File: src/hw/rtl/bcwf_pkg.sv
// ----------------------------------------------------------------------------
// bcwf_pkg
// Shared constants, codes, control structs and the byte-to-base decoder of
// the base composition window filter.
// ----------------------------------------------------------------------------
`timescale 1ns / 1ps
`default_nettype none

package bcwf_pkg;

    localparam int MAX_WINDOW_DEF    = 1024;
    localparam int POSITION_BITS_DEF = 32;
    localparam int REG_W             = 11;
    localparam int CFG_ADDR_W        = 3;
    localparam int NUM_BASES         = 4;
    localparam int OUT_W             = 32;
    localparam int OUT_FIFO_DEPTH    = 8;

    // configuration register indexes
    localparam logic [CFG_ADDR_W-1:0] REG_WINDOW_LENGTH   = 3'd0;
    localparam logic [CFG_ADDR_W-1:0] REG_SCORE_THRESHOLD = 3'd1;
    localparam logic [CFG_ADDR_W-1:0] REG_QUERY_COUNT_A   = 3'd2;
    localparam logic [CFG_ADDR_W-1:0] REG_QUERY_COUNT_C   = 3'd3;
    localparam logic [CFG_ADDR_W-1:0] REG_QUERY_COUNT_G   = 3'd4;
    localparam logic [CFG_ADDR_W-1:0] REG_QUERY_COUNT_T   = 3'd5;

    // ascii bytes of the four bases
    localparam logic [7:0] CHAR_A = 8'h41;
    localparam logic [7:0] CHAR_C = 8'h43;
    localparam logic [7:0] CHAR_G = 8'h47;
    localparam logic [7:0] CHAR_T = 8'h54;

    localparam logic [1:0] CODE_A = 2'd0;
    localparam logic [1:0] CODE_C = 2'd1;
    localparam logic [1:0] CODE_G = 2'd2;
    localparam logic [1:0] CODE_T = 2'd3;

    // control of an item entering the count stage
    typedef struct packed {
        logic valid;
        logic eos;
        logic remove;
        logic score_en;
    } t_s1_ctl;

    // control of an item entering the region stage
    typedef struct packed {
        logic valid;
        logic eos;
        logic score_en;
        logic hit;
    } t_s3_ctl;

    function automatic logic [1:0] base_code(input logic [7:0] ch);
        logic [1:0] code;
        unique case (ch)
            CHAR_A:  code = CODE_A;
            CHAR_C:  code = CODE_C;
            CHAR_G:  code = CODE_G;
            CHAR_T:  code = CODE_T;
            default: code = CODE_A;
        endcase
        return code;
    endfunction

endpackage

`default_nettype wire

File: src/hw/rtl/bcwf_front.sv
// ----------------------------------------------------------------------------
// bcwf_front
// Input stage: decodes the byte, keeps position, fill count and the base
// history memory, and reads the code that leaves the window.
// ----------------------------------------------------------------------------
`timescale 1ns / 1ps
`default_nettype none

module bcwf_front import bcwf_pkg::*; #(
    parameter int MAX_WINDOW    = MAX_WINDOW_DEF,
    parameter int POSITION_BITS = POSITION_BITS_DEF,
    localparam int LEN_W        = $clog2(MAX_WINDOW + 1)
) (
    input  wire logic                     i_clk,
    input  wire logic                     i_rst_n,
    input  wire logic                     i_accept,
    input  wire logic [7:0]               i_base_char,
    input  wire logic                     i_eos,
    input  wire logic [LEN_W-1:0]         i_len,
    output t_s1_ctl                       o_s1,
    output logic [1:0]                    o_s1_code,
    output logic [1:0]                    o_old_code,
    output logic [POSITION_BITS-1:0]      o_s1_ws
);

    localparam int AW = $clog2(MAX_WINDOW);
    localparam int EW = LEN_W + 1;

    logic [1:0]               r_hist [MAX_WINDOW];
    logic [1:0]               r_rd;
    logic [AW-1:0]            r_wp;
    logic [LEN_W-1:0]         r_fill;
    logic [POSITION_BITS-1:0] r_pos;
    t_s1_ctl                  r_s1;
    logic [1:0]               r_code;
    logic [POSITION_BITS-1:0] r_ws;

    logic [1:0]               code;
    logic [LEN_W-1:0]         fill_nxt;
    logic [AW-1:0]            wp_nxt;
    logic [EW-1:0]            wp_e;
    logic [EW-1:0]            len_e;
    logic [EW-1:0]            rd_e;
    logic [AW-1:0]            rd_addr;
    logic [POSITION_BITS-1:0] ws;

    always_comb begin
        code     = base_code(i_base_char);
        fill_nxt = (r_fill < LEN_W'(MAX_WINDOW)) ? r_fill + 1'b1 : r_fill;
        wp_nxt   = (r_wp == AW'(MAX_WINDOW - 1)) ? '0 : r_wp + 1'b1;
        // oldest entry of the window, modulo the history depth
        wp_e     = EW'(r_wp);
        len_e    = EW'(i_len);
        rd_e     = (wp_e >= len_e) ? wp_e - len_e : wp_e + EW'(MAX_WINDOW) - len_e;
        rd_addr  = rd_e[AW-1:0];
        ws       = r_pos + POSITION_BITS'(1) - POSITION_BITS'(i_len);
    end

    always_ff @(posedge i_clk) begin
        if (!i_rst_n) begin
            r_s1   <= '0;
            r_wp   <= '0;
            r_fill <= '0;
            r_pos  <= '0;
        end else begin
            r_s1.valid <= i_accept;
            if (i_accept) begin
                r_s1.eos      <= i_eos;
                r_s1.remove   <= (r_fill >= i_len);
                r_s1.score_en <= (fill_nxt >= i_len);
                r_wp          <= wp_nxt;
                r_fill        <= i_eos ? '0 : fill_nxt;
                r_pos         <= i_eos ? '0 : r_pos + 1'b1;
            end
        end
    end

    always_ff @(posedge i_clk) begin
        if (i_accept) begin
            r_code <= code;
            r_ws   <= ws;
        end
    end

    // read-first: at full window length the read hits the entry written now
    always_ff @(posedge i_clk) begin
        if (i_accept) begin
            r_hist[r_wp] <= code;
            r_rd         <= r_hist[rd_addr];
        end
    end

    assign o_s1       = r_s1;
    assign o_s1_code  = r_code;
    assign o_old_code = r_rd;
    assign o_s1_ws    = r_ws;

    a_eos_restarts_stream: assert property (@(posedge i_clk) disable iff (!i_rst_n)
        i_accept && i_eos |=> r_fill == '0 && r_pos == '0)
        else $error("stream state not cleared after end of stream");

endmodule

`default_nettype wire

File: src/hw/rtl/bcwf_score.sv
// ----------------------------------------------------------------------------
// bcwf_score
// Count stage and score stage: updates the four window counts, then sums
// min(window count, query count) and compares against the threshold.
// ----------------------------------------------------------------------------
`timescale 1ns / 1ps
`default_nettype none

module bcwf_score import bcwf_pkg::*; #(
    parameter int MAX_WINDOW    = MAX_WINDOW_DEF,
    parameter int POSITION_BITS = POSITION_BITS_DEF
) (
    input  wire logic                              i_clk,
    input  wire logic                              i_rst_n,
    input  wire t_s1_ctl                           i_s1,
    input  wire logic [1:0]                        i_code,
    input  wire logic [1:0]                        i_old_code,
    input  wire logic [POSITION_BITS-1:0]          i_ws,
    input  wire logic [NUM_BASES-1:0][REG_W-1:0]   i_query,
    input  wire logic [REG_W-1:0]                  i_threshold,
    output logic                                   o_v2,
    output t_s3_ctl                                o_s3,
    output logic [POSITION_BITS-1:0]               o_s3_ws
);

    localparam int CNT_W = $clog2(MAX_WINDOW + 1);
    localparam int MW    = (CNT_W > REG_W) ? CNT_W : REG_W;
    localparam int SW    = MW + 2;

    logic [NUM_BASES-1:0][CNT_W-1:0] r_counts;
    logic                            r_clr;
    logic                            r_v2;
    logic                            r_eos2;
    logic                            r_sen2;
    logic [POSITION_BITS-1:0]        r_ws2;
    t_s3_ctl                         r_s3;
    logic [POSITION_BITS-1:0]        r_ws3;

    logic [NUM_BASES-1:0][CNT_W-1:0] n_counts;
    logic [NUM_BASES-1:0][MW-1:0]    mins;
    logic [SW-1:0]                   score;
    logic [CNT_W-1:0]                base;
    logic                            dec;
    logic                            inc;

    always_comb begin
        for (int k = 0; k < NUM_BASES; k++) begin
            // counts restart from zero after an end of stream
            base = r_clr ? '0 : r_counts[k];
            dec  = i_s1.remove && (i_old_code == 2'(k)) && (base != '0);
            inc  = (i_code == 2'(k));
            n_counts[k] = base + CNT_W'(inc) - CNT_W'(dec);
        end
    end

    always_comb begin
        for (int k = 0; k < NUM_BASES; k++) begin
            mins[k] = (MW'(r_counts[k]) < MW'(i_query[k])) ? MW'(r_counts[k])
                                                             : MW'(i_query[k]);
        end
        score = (SW'(mins[0]) + SW'(mins[1])) + (SW'(mins[2]) + SW'(mins[3]));
    end

    always_ff @(posedge i_clk) begin
        if (!i_rst_n) begin
            r_clr <= 1'b1;
            r_v2  <= 1'b0;
            r_s3  <= '0;
        end else begin
            r_v2       <= i_s1.valid;
            r_s3.valid <= r_v2;
            if (i_s1.valid) begin
                r_clr <= i_s1.eos;
            end
            if (r_v2) begin
                r_s3.eos      <= r_eos2;
                r_s3.score_en <= r_sen2;
                r_s3.hit      <= (score >= SW'(i_threshold));
            end
        end
    end

    always_ff @(posedge i_clk) begin
        if (i_s1.valid) begin
            r_counts <= n_counts;
            r_eos2   <= i_s1.eos;
            r_sen2   <= i_s1.score_en;
            r_ws2    <= i_ws;
        end
        if (r_v2) begin
            r_ws3 <= r_ws2;
        end
    end

    assign o_v2    = r_v2;
    assign o_s3    = r_s3;
    assign o_s3_ws = r_ws3;

endmodule

`default_nettype wire

File: src/hw/rtl/bcwf_region.sv
// ----------------------------------------------------------------------------
// bcwf_region
// Region stage: merges hit windows into regions, closes them on a gap or at
// end of stream, and queues the results in a small output fifo.
// ----------------------------------------------------------------------------
`timescale 1ns / 1ps
`default_nettype none

module bcwf_region import bcwf_pkg::*; #(
    parameter int MAX_WINDOW    = MAX_WINDOW_DEF,
    parameter int POSITION_BITS = POSITION_BITS_DEF,
    localparam int LEN_W        = $clog2(MAX_WINDOW + 1),
    localparam int FCW          = $clog2(OUT_FIFO_DEPTH + 1)
) (
    input  wire logic                      i_clk,
    input  wire logic                      i_rst_n,
    input  wire t_s3_ctl                   i_s3,
    input  wire logic [POSITION_BITS-1:0]  i_ws,
    input  wire logic [LEN_W-1:0]          i_len,
    output logic                           m_axis_tvalid,
    input  wire logic                      m_axis_tready,
    output logic [2*OUT_W-1:0]             m_axis_tdata,
    output logic                           m_axis_tuser,
    output logic                           m_axis_tlast,
    output logic [FCW-1:0]                 o_count
);

    localparam int GW  = (POSITION_BITS > LEN_W) ? POSITION_BITS : LEN_W;
    localparam int XW  = (POSITION_BITS > OUT_W) ? POSITION_BITS : OUT_W;
    localparam int FAW = $clog2(OUT_FIFO_DEPTH);

    logic                     r_open;
    logic [POSITION_BITS-1:0] r_start;
    logic [POSITION_BITS-1:0] r_end;

    logic [OUT_W-1:0]         r_f_start [OUT_FIFO_DEPTH];
    logic [OUT_W-1:0]         r_f_end   [OUT_FIFO_DEPTH];
    logic                     r_f_valid [OUT_FIFO_DEPTH];
    logic                     r_f_done  [OUT_FIFO_DEPTH];
    logic [FAW-1:0]           r_wr;
    logic [FAW-1:0]           r_rd;
    logic [FCW-1:0]           r_count;

    logic                     n_open;
    logic [POSITION_BITS-1:0] n_start;
    logic [POSITION_BITS-1:0] n_end;
    logic [POSITION_BITS-1:0] gap;
    logic                     closed;
    logic                     res_region;
    logic                     push;
    logic                     pop;
    logic [XW-1:0]            start_x;
    logic [XW-1:0]            end_x;

    always_comb begin
        n_open  = r_open;
        n_start = r_start;
        n_end   = r_end;
        closed  = 1'b0;
        gap     = i_ws - r_end;
        if (i_s3.valid && i_s3.score_en) begin
            if (i_s3.hit) begin
                if (!r_open) begin
                    n_open  = 1'b1;
                    n_start = i_ws;
                    n_end   = i_ws + 1'b1;
                end else begin
                    n_end = i_ws;
                end
            end else if (r_open && (GW'(gap) > GW'(i_len))) begin
                closed = 1'b1;
                n_open = 1'b0;
            end
        end
        // at end of stream a still open region is reported as well
        res_region = closed || (i_s3.eos && n_open);
        push       = i_s3.valid && (closed || i_s3.eos);
        pop        = m_axis_tvalid && m_axis_tready;
        start_x    = res_region ? XW'(n_start) : '0;
        end_x      = res_region ? XW'(n_end) : '0;
    end

    always_ff @(posedge i_clk) begin
        if (!i_rst_n) begin
            r_open  <= 1'b0;
            r_start <= '0;
            r_end   <= '0;
            r_wr    <= '0;
            r_rd    <= '0;
            r_count <= '0;
        end else begin
            if (i_s3.valid && i_s3.eos) begin
                r_open  <= 1'b0;
                r_start <= '0;
                r_end   <= '0;
            end else begin
                r_open  <= n_open;
                r_start <= n_start;
                r_end   <= n_end;
            end
            if (push) begin
                r_wr <= r_wr + 1'b1;
            end
            if (pop) begin
                r_rd <= r_rd + 1'b1;
            end
            r_count <= r_count + FCW'(push) - FCW'(pop);
        end
    end

    always_ff @(posedge i_clk) begin
        if (push) begin
            r_f_start[r_wr] <= start_x[OUT_W-1:0];
            r_f_end[r_wr]   <= end_x[OUT_W-1:0];
            r_f_valid[r_wr] <= res_region;
            r_f_done[r_wr]  <= i_s3.eos;
        end
    end

    assign m_axis_tvalid = (r_count != '0);
    assign m_axis_tdata  = {r_f_end[r_rd], r_f_start[r_rd]};
    assign m_axis_tuser  = r_f_valid[r_rd];
    assign m_axis_tlast  = r_f_done[r_rd];
    assign o_count       = r_count;

    a_fifo_no_overflow: assert property (@(posedge i_clk) disable iff (!i_rst_n)
        push && !pop |-> r_count < FCW'(OUT_FIFO_DEPTH))
        else $error("result fifo overflow");

    a_eos_closes_region: assert property (@(posedge i_clk) disable iff (!i_rst_n)
        i_s3.valid && i_s3.eos |=> !r_open && r_end == '0)
        else $error("region state kept across end of stream");

    a_empty_result_at_end: assert property (@(posedge i_clk) disable iff (!i_rst_n)
        push && !res_region |-> i_s3.eos)
        else $error("result without region outside end of stream");

endmodule

`default_nettype wire

File: src/hw/rtl/base_composition_window_filter.sv
// ----------------------------------------------------------------------------
// base_composition_window_filter
// Sliding-window base composition filter: scores every window of the byte
// stream against the query composition and reports merged hit regions.
// ----------------------------------------------------------------------------
// path: a result is offered once the byte that causes it has passed the history
//   read, count update, score and region merge, each of them registered
// throughput: one byte per cycle unless the input stalls for lack of fifo room; the
//   history memory takes one write and one read per byte, results wait in an 8-entry output fifo
// reset: synchronous, active low; clears counts, position, region and fifo;
//   the base history memory is not cleared and needs no clearing pass
`timescale 1ns / 1ps
`default_nettype none

module base_composition_window_filter import bcwf_pkg::*; #(
    parameter int MAX_WINDOW    = MAX_WINDOW_DEF,
    parameter int POSITION_BITS = POSITION_BITS_DEF
) (
    input  wire logic                  i_clk,
    input  wire logic                  i_rst_n,
    // configuration write port
    input  wire logic                  i_cfg_we,
    input  wire logic [CFG_ADDR_W-1:0] i_cfg_addr,
    input  wire logic [REG_W-1:0]      i_cfg_data,
    // input stream
    input  wire logic                  s_axis_tvalid,
    output logic                       s_axis_tready,
    input  wire logic [7:0]            s_axis_tdata,   // [7:0] base_char
    input  wire logic                  s_axis_tlast,   // end_of_stream
    // result stream
    output logic                       m_axis_tvalid,
    input  wire logic                  m_axis_tready,
    output logic [2*OUT_W-1:0]         m_axis_tdata,   // [31:0] region_start, [63:32] region_end
    output logic                       m_axis_tuser,   // region_valid
    output logic                       m_axis_tlast    // stream_done
);

    localparam int LEN_W = $clog2(MAX_WINDOW + 1);
    localparam int LW0   = (LEN_W > REG_W) ? LEN_W : REG_W;
    localparam int FCW   = $clog2(OUT_FIFO_DEPTH + 1);

    logic [LEN_W-1:0]                r_len;
    logic [REG_W-1:0]                r_threshold;
    logic [NUM_BASES-1:0][REG_W-1:0] r_query;

    logic [LW0-1:0]                  wl_e;
    logic [LEN_W-1:0]                n_len;
    logic                            accept;
    logic [FCW:0]                    pending;

    t_s1_ctl                         s1;
    logic [1:0]                      s1_code;
    logic [1:0]                      old_code;
    logic [POSITION_BITS-1:0]        s1_ws;
    logic                            v2;
    t_s3_ctl                         s3;
    logic [POSITION_BITS-1:0]        s3_ws;
    logic [FCW-1:0]                  fifo_count;

    // zero length counts as one, lengths above the history depth saturate
    always_comb begin
        wl_e  = LW0'(i_cfg_data);
        n_len = (wl_e == '0) ? LEN_W'(1)
              : (wl_e > LW0'(MAX_WINDOW)) ? LEN_W'(MAX_WINDOW)
              : LEN_W'(wl_e);
    end

    always_ff @(posedge i_clk) begin
        if (!i_rst_n) begin
            r_len       <= LEN_W'(1);
            r_threshold <= '0;
            r_query     <= '0;
        end else if (i_cfg_we) begin
            unique case (i_cfg_addr)
                REG_WINDOW_LENGTH:   r_len       <= n_len;
                REG_SCORE_THRESHOLD: r_threshold <= i_cfg_data;
                REG_QUERY_COUNT_A:   r_query[0]  <= i_cfg_data;
                REG_QUERY_COUNT_C:   r_query[1]  <= i_cfg_data;
                REG_QUERY_COUNT_G:   r_query[2]  <= i_cfg_data;
                REG_QUERY_COUNT_T:   r_query[3]  <= i_cfg_data;
                default: ;
            endcase
        end
    end

    // every item in flight may still claim a fifo slot
    always_comb begin
        pending = (FCW + 1)'(fifo_count) + (FCW + 1)'(s1.valid)
                + (FCW + 1)'(v2) + (FCW + 1)'(s3.valid);
        s_axis_tready = (pending < (FCW + 1)'(OUT_FIFO_DEPTH));
        accept = s_axis_tvalid && s_axis_tready;
    end

    bcwf_front #(
        .MAX_WINDOW    (MAX_WINDOW),
        .POSITION_BITS (POSITION_BITS)
    ) u_front (
        .i_clk       (i_clk),
        .i_rst_n     (i_rst_n),
        .i_accept    (accept),
        .i_base_char (s_axis_tdata),
        .i_eos       (s_axis_tlast),
        .i_len       (r_len),
        .o_s1        (s1),
        .o_s1_code   (s1_code),
        .o_old_code  (old_code),
        .o_s1_ws     (s1_ws)
    );

    bcwf_score #(
        .MAX_WINDOW    (MAX_WINDOW),
        .POSITION_BITS (POSITION_BITS)
    ) u_score (
        .i_clk       (i_clk),
        .i_rst_n     (i_rst_n),
        .i_s1        (s1),
        .i_code      (s1_code),
        .i_old_code  (old_code),
        .i_ws        (s1_ws),
        .i_query     (r_query),
        .i_threshold (r_threshold),
        .o_v2        (v2),
        .o_s3        (s3),
        .o_s3_ws     (s3_ws)
    );

    bcwf_region #(
        .MAX_WINDOW    (MAX_WINDOW),
        .POSITION_BITS (POSITION_BITS)
    ) u_region (
        .i_clk         (i_clk),
        .i_rst_n       (i_rst_n),
        .i_s3          (s3),
        .i_ws          (s3_ws),
        .i_len         (r_len),
        .m_axis_tvalid (m_axis_tvalid),
        .m_axis_tready (m_axis_tready),
        .m_axis_tdata  (m_axis_tdata),
        .m_axis_tuser  (m_axis_tuser),
        .m_axis_tlast  (m_axis_tlast),
        .o_count       (fifo_count)
    );

endmodule

`default_nettype wire

File: config.mk
export PLATFORM = sky130hd
export DESIGN_NAME = base_composition_window_filter
export DESIGN_NICKNAME = d
export VERILOG_FILES = /design/src/hw/rtl/bcwf_pkg.sv /design/src/hw/rtl/bcwf_front.sv /design/src/hw/rtl/bcwf_score.sv /design/src/hw/rtl/bcwf_region.sv /design/src/hw/rtl/base_composition_window_filter.sv
export SDC_FILE = /design/constraint.sdc
export NUM_CORES = 2
export LEC_CHECK = 0
export ABC_CLOCK_PERIOD_IN_PS = 41800
export BUFFER_PORTS_ARGS = -buffer_cell sky130_fd_sc_hd__buf_2
export CELL_PAD_IN_SITES_DETAIL_PLACEMENT = 0
export CELL_PAD_IN_SITES_GLOBAL_PLACEMENT = 1
export CORE_ASPECT_RATIO = 0.7
export CORE_UTILIZATION = 35
export CTS_CLUSTER_SIZE = 14
export DETAILED_ROUTE_END_ITERATION = 10
export GPL_TIMING_DRIVEN = 1
export PLACE_DENSITY_LB_ADDON = 0.1
export SYNTH_ARGS = -nofsm -noshare
export SYNTH_HDL_FRONTEND = slang
export SYNTH_SLANG_ARGS = --single-unit
export TNS_END_PERCENT = 100
File: constraint.sdc
create_clock -name i_clk -period 41.8 [get_ports i_clk]
set_clock_uncertainty 0.15 [all_clocks]
set_input_delay 2.09 -clock i_clk [delete_from_list [all_inputs] [get_ports i_clk]]
set_output_delay 2.09 -clock i_clk [all_outputs]
set_load 0.02 [all_outputs]
== Word level (Yosys, flattened, before mapping) ==
Memories as Yosys holds them, arrays and structs flattened. A register that Yosys moved wholly into a read port is not among the register bits.
Cells that the tools add are included.

* Memories kept: 5
* Bits of input ports: 28
* Bits in registers: 348
* Bits in writable memories: 2576
* Logic and storage cells: 170
* Output and inout port bits: 68

* Mux-type cells: 42
* Magnitude comparators: 12
* Equal/unequal tests: 15
* Add/subtract/negate cells: 27
* Bitwise logic cells: 1
* Reductions and logical operators: 33

{| class="wikitable"
|+ Memories
! name !! words !! width !! rd ports !! clocked after Yosys merged registers in !! wr ports !! line !! source
|-
| u_front.r_hist || 1024 || 2 || 1 || 1 || 1 || bcwf_front.sv:29 || <nowiki>logic [1:0] r_hist [MAX_WINDOW];</nowiki>
|-
| u_region.r_f_end || 8 || 32 || 1 || 1 || 1 || bcwf_region.sv:37 || <nowiki>logic [OUT_W-1:0] r_f_end [OUT_FIFO_DEPTH];</nowiki>
|-
| u_region.r_f_start || 8 || 32 || 1 || 1 || 1 || bcwf_region.sv:36 || <nowiki>logic [OUT_W-1:0] r_f_start [OUT_FIFO_DEPTH];</nowiki>
|-
| u_region.r_f_done || 8 || 1 || 1 || 1 || 1 || bcwf_region.sv:39 || <nowiki>logic r_f_done [OUT_FIFO_DEPTH];</nowiki>
|-
| u_region.r_f_valid || 8 || 1 || 1 || 1 || 1 || bcwf_region.sv:38 || <nowiki>logic r_f_valid [OUT_FIFO_DEPTH];</nowiki>
|}

{| class="wikitable"
|+ Operator list
! cell !! number
|-
| $mux W32 || 9
|-
| $mux W11 || 12
|-
| $add A32 B1 Y32 const B || 2
|-
| $add A11 B1 Y11 || 4
|-
| $lt A11 B11 Y1 || 4
|-
| $reduce_bool A11 Y1 || 4
|-
| $sub A11 B1 Y11 || 4
|-
| $gt A32 B11 Y1 || 1
|-
| $sub A32 B11 Y32 || 1
|-
| $sub A32 B32 Y32 || 1
|-
| $add A11 B11 Y12 || 2
|-
| $eq A8 B7 Y1 const B || 3
|-
| $mux W3 || 8
|-
| $ge A11 B11 Y1 || 2
|-
| $add A10 B1 Y10 const B || 2
|-
| $mux W10 || 2
|-
| $sub A10 B10 Y10 || 2
|-
| $logic_and A1 B1 Y1 || 15
|-
| $add A13 B13 Y13 || 1
|-
| $ge A13 B11 Y1 || 1
|-
| $reduce_and A2 Y1 || 6
|-
| $add A11 B1 Y11 const B || 1
|-
| $ge A10 B11 Y1 || 1
|-
| $gt A11 B11 Y1 const B || 1
|-
| 22 further kinds || 41
|}

== Depth between registers and ports, before layout ==
* Word-level depth: 10
* Depth in mapped cells: 33
* Gate-level depth less buffers: 32

== Hierarchy ==
A second synthesis with hierarchy kept.

* Cells, all modules: 8403
* Area total of the unflattened synthesis: 127569.8 um2

{| class="wikitable"
|+ Modules (own cells, without submodules)
! module !! area an instance (um2) !! instances !! cells an instance
|-
| bcwf_front || 90280.3 || 1 || 5692
|-
| bcwf_region || 25846.0 || 1 || 1601
|-
| bcwf_score || 8784.7 || 1 || 802
|-
| base_composition_window_filter || 2658.8 || 1 || 308
|}

== Worst setup path before layout ==
OpenSTA, ideal clock, no wires.

* Kind: input to register
* Start point: input port s_axis_tdata[3]
* End point: register u_front.r_code[1], in the netlist u_front.o_s1_code[1] (data pin)
* Path slack: 6.132 ns
* Buffers on the path: 0
* Data arrival time: 29.813 ns
* Stages: 3
* Setup time: 5.705 ns
* Required time: 35.945 ns
* Path through: nor4b_1 -> nand2_1 -> a21oi_1

* Longest elaborated chain between the ends: 2
* Elaborated cells between the ends (all ways): 4
* Those cells by class: 3 x eq/ne; 1 x mux

{| class="wikitable"
|+ Ends and longest elaborated chain
! what !! line !! source
|-
| start: declaration || base_composition_window_filter.sv:28 || <nowiki>input wire logic [7:0] s_axis_tdata,</nowiki>
|-
| $eq A8 B7 Y1 || bcwf_pkg.sv:56 || <nowiki>unique case (ch)</nowiki>
|-
| $pmux W2 S3 (*) || bcwf_pkg.sv:56 ||
|-
| via u_front.code[1] || bcwf_front.sv:38 || <nowiki>logic [1:0] code;</nowiki>
|-
| end signal: assignment || bcwf_front.sv:80 || <nowiki>r_code <= code;</nowiki>
|-
| end: declaration || bcwf_front.sv:35 || <nowiki>logic [1:0] r_code;</nowiki>
|}

Mark *: on every way through the listed nets, which the timed path passes. The rest lies on a longest branch.
A chain may end at the register's enable or synchronous reset.

== Worst setup path after layout ==
* Start point: register r_len[0]
* End point: register u_front.r_rd[1], in the netlist u_front.o_old_code[1] (read register of u_front.r_hist) (data pin)

* Longest elaborated chain between the ends: 2
* Elaborated cells between the ends (all ways): 4
* Those cells by class: 2 x add/sub; 1 x order compare; 1 x mux

{| class="wikitable"
|+ Ends and longest elaborated chain
! what !! line !! source
|-
| start: declaration || base_composition_window_filter.sv:42 || <nowiki>logic [LEN_W-1:0] r_len;</nowiki>
|-
| start signal: assignment || base_composition_window_filter.sv:75 || <nowiki>REG_WINDOW_LENGTH: r_len <= n_len;</nowiki>
|-
| $sub A10 B10 Y10 / $ge A10 B11 Y1 (equally long branches) || bcwf_front.sv:54 || <nowiki>rd_e = (wp_e >= len_e) ? wp_e - len_e : wp_e + EW'(MAX_WINDOW) - len_e;</nowiki>
|-
| $mux W10 (*) || bcwf_front.sv:54 ||
|-
| end: declaration || bcwf_front.sv:30 || <nowiki>logic [1:0] r_rd;</nowiki>
|}

Every way passes the cells marked *; elsewhere a longest branch is shown, timed or not.

==> results.cfg <==
[drt]
via_per_inst = 5.36
wl_mm = 363
wl_per_cell_um = 28.6
drc = 0
vias = 68100
drtAntennaViolNets = 0
drtIter0Drc = 6795
firstDrtPassIters = 6

[power]
p_comb_frac = 0.140
swShare = 0.257
power_density_nw_per_um2 = 48.8
clock_power_share = 0.391
internal_power_w = 0.00515
p_sw_w = 0.00178
leakagePower_nw = 39.1
ir_worst_vdd_uv = 37.1
seqPwrFrac = 0.469

[placed_design]
post_dp_cell_area_sq_um = 132000
globalplace.congestion = 0.824
port_buffers = 95
hpwl_mm = 209
dp_slack_ns = 34.60
placedCellCount = 12200

[final_layout]
multiInputGateArea_sq_um = 37900
final_layout_size_suffix_gt1_frac = 0.212
num-fill-cells = 32500
final-seq-area_sq_um = 85900
nets = 8033
fin_area_sq_um = 142000
area_growth_pct = 12.7
final_cells = 12700

[timing]
relSlewSlack = 0.133
finalSetupViolations = 0
finalCritPeriodShare = 0.166
fin_ws_ns = 34.88
whs_ns = 0.268
worst_pin_slew_ns = 1.29
max_clock_freq_ghz = 0.145
grt_setup_unrepaired = no
fin_crit_ns = 6.92
finalSetupTns_ns = 0
slew_violations = 0
finalHoldViolations = 0

[clocking]
cts-buffers-inserted = 311
hold_buffers = 0
root_buffer = clkbuf_16
clockBufferDepth = 4
path_clk_slew_ns = 0.06
cts_tree = built
postCtsSetupRepairBufs = 0
htreeDepth = 5
clock_sinks = 2929
cts_resized = 0
clk-insertion-delay-late_ns = 0.90

[yosys]
netlist_area_sq_um = 126000
ys_seq_elements = 2929
syn-mean-instance-area_sq_um = 16.4
synth_async_sr_flop_share = 0
ys.flop_type = edfxtp_1
yosys.cell_types.count = 78
synthCells = 7677
synth_fp_nets = 7962
ys_seq_area_frac = 0.681
synth_edf_count = 2722
ys_warn_count = 0

[floorplanning]
core_area_sq_um = 357000
initial_core_util = 0.353
num_io_pins = 96
chipHeight_um = 504
dieArea_sq_um = 363000
rows = 183
die_w_um = 719

[worst_setup_path]
critPathSlowestCell = fa_4
path_buf_inv = 3
critPathLaunchType = flip-flop
crit_chain = ha_4 > inv_1 > fa_4 > buf_4 > buf_4 > mux4_2 > mux4_2 > mux4_2 > mux4_2 > mux2i_1 > mux2i_1
cp.arrival_ns = 7.35
r2r_start = r_len[0]
worstSetupPathType = flip-flop to flip-flop
crit_top_cell = mux4_2
path_max_fanout = 71
path_delay_family = multiplexers
cp-startpoint = r_len[0]
cp.required_ns = 42.24
end_kind = flip-flop
max_stage_delay_ns = 1.34

[grt]
met2_usage = 0.282
globalRouteMet3Util = 0.0473
overflow = 0
antenna_found_initial = 54
grt_max_degree = 223
grt_usage = 0.197
grt-busiest-layer = met1
grt_pass1_vias = 69400
grt_pass1_wl_mm = 517
grtUsageMet1 = 0.304

[run_status]
outcome = completed

[flow_run]
maxCapViolCount = 0

[worst_hold_path]
worstHoldStart = u_front.o_s1_ws[22]
hp-class = flip-flop to flip-flop
## worst register-to-register path: stages, from the launching register on
cell and delay (ns):
dfxtp_1 0.60, ha_4 0.21, inv_1 0.05, fa_4 1.34, buf_4 0.86, buf_4 0.98
mux4_2 0.51, mux4_2 0.53, mux4_2 0.59, mux4_2 0.58, mux2i_1 0.16, mux2i_1 0.09
## path summary, 6_finish.rpt
check | end | slack (ns) | cells after the start
hold / removal | u_score.r_ws2[22] | 0.27 | 0
setup reg to reg | u_front.o_old_code[1] | 34.88 | 11
setup / recovery | u_front.o_old_code[1] | 34.88 | 11
hold reg to reg | u_score.r_ws2[22] | 0.27 | 0
## cell families (layout without fill, tap and decap cells)
logic type | Yosys count | after routing | synth area share
buffers and inverters | 711 | 1018 | 0.0220
other | 0 | 7 | 0
adder cells (fa/ha/maj) | 257 | 257 | 0.0262
flip-flops | 2929 | 2929 | 0.681
XOR/XNOR | 178 | 178 | 0.0124
AND/OR/NAND/NOR | 2069 | 2069 | 0.0702
multiplexers | 978 | 978 | 0.159
AO/OA/AOI/OAI | 555 | 555 | 0.0283
## stage by stage
step                       util  power [W]
final                     0.398    0.00693
after global routing      0.398    0.00720
after CTS                 0.398    0.00703
after detailed placement  0.371    0.00430
after global placement    0.371    0.00430
after floorplan               -    0.00400
## flip-flops by register name, summed over array words and instances, names as in the netlist, 8 cells and up, named ones only
name / flops
u_region.r_end: 32
r_threshold: 11
u_region.r_start: 32
u_region.r_f_done: 8
u_front.r_pos: 32
u_score.r_counts: 44
u_score.o_s3_ws: 32
u_front.r_wp: 10
r_query: 44
u_front.r_fill: 11
u_region.r_f_valid: 8
r_len: 11
u_front.r_hist: 2048
u_region.r_f_start: 256
u_score.r_ws2: 32
u_front.o_s1_ws: 32
u_region.r_f_end: 256
## cells in the final DEF (no fill, tap or decap), types with 11 or more instances in the layout
cell / n
a21o_1: 67
clkinv_1: 65
dfxtp_1: 202
o21a_1: 15
nor2_1: 1275
nor2b_1: 62
xor2_1: 69
a31oi_1: 17
a21oi_1: 156
mux2_2: 115
o21bai_1: 21
buf_2: 94
and2_1: 39
nand2_1: 322
edfxtp_1: 2722
nor3_1: 39
fa_1: 11
bufinv_16: 25
inv_1: 210
ha_1: 244
buf_4: 153
a21boi_0: 76
o211ai_1: 13
inv_6: 11
mux2i_1: 51
o21ai_0: 110
mux4_2: 812
nand2b_1: 65
nand4_1: 35
xnor2_1: 106
nand3_1: 64
or3_1: 21
clkbuf_16: 315
clkinv_2: 53
and3_1: 31
clkbuf_1: 64
nor4_1: 13
nand3_4: 24
## final cells by class
type	instances	share of cell area
clock buffers	383	0.0576
repair buffers	256	0.0127
diodes	7	0.000123
clock inverters	166	0.0106
flip-flops and latches	2929	0.605
inverters	213	0.00565
multi-input cells	4037	0.267
well taps	4717	0.0416
## per-layer routing
| metal | vias to the layer above | wire length, um | share of wire |
|---|---|---|---|
| li1 | 29700 | - | - |
| met1 | 35900 | 174000 | 0.48 |
| met2 | 2092 | 154000 | 0.43 |
| met3 | 430 | 27200 | 0.075 |
| met4 | 12 | 7290 | 0.020 |
| met5 | - | 71 | 0.00020 |
## power by group through the flow
stage / combinational (W) / clock [W] / sequential (W)
floorplan: 0.000711 / 0 / 0.00329
global placement: 0.000986 / 0 / 0.00332
detailed placement: 0.000985 / 0 / 0.00332
CTS: 0.000990 / 0.00278 / 0.00325
global route: 0.00105 / 0.00289 / 0.00326
finish: 0.000969 / 0.00271 / 0.00325
## cells in the mapped netlist, drive strengths merged (6+ instances only)
master   instances  share of area
a21oi          159         0.0064
dfxtp          207          0.033
nor2          1280          0.038
o211ai          13        0.00077
and3            32         0.0016
or3             21         0.0010
a21o            67         0.0040
ha             245          0.024
xor2            69         0.0048
nand4           35         0.0017
o21bai          21         0.0013
mux2i           51         0.0041
a31oi           17        0.00084
nand3b           6        0.00036
and4             9        0.00063
o21a            16        0.00095
nand3           88         0.0035
inv            212         0.0063
or2              6        0.00030
xnor2          109         0.0076
nor3            41         0.0016
mux4           812           0.15
o21ai          115         0.0046
nand2          332         0.0099
nor2b           64         0.0032
fa              12         0.0019
nor4            13        0.00065
clkbuf         421          0.013
a21boi          76         0.0045
and2            42         0.0021
nor3b           17         0.0010
a211oi          13        0.00077
buf             77         0.0031
a22oi            8        0.00048
nand2b          66         0.0033
o2111ai          7        0.00054
edfxtp        2722           0.65
mux2           115          0.010
Power figures use the tool's default switching activity.
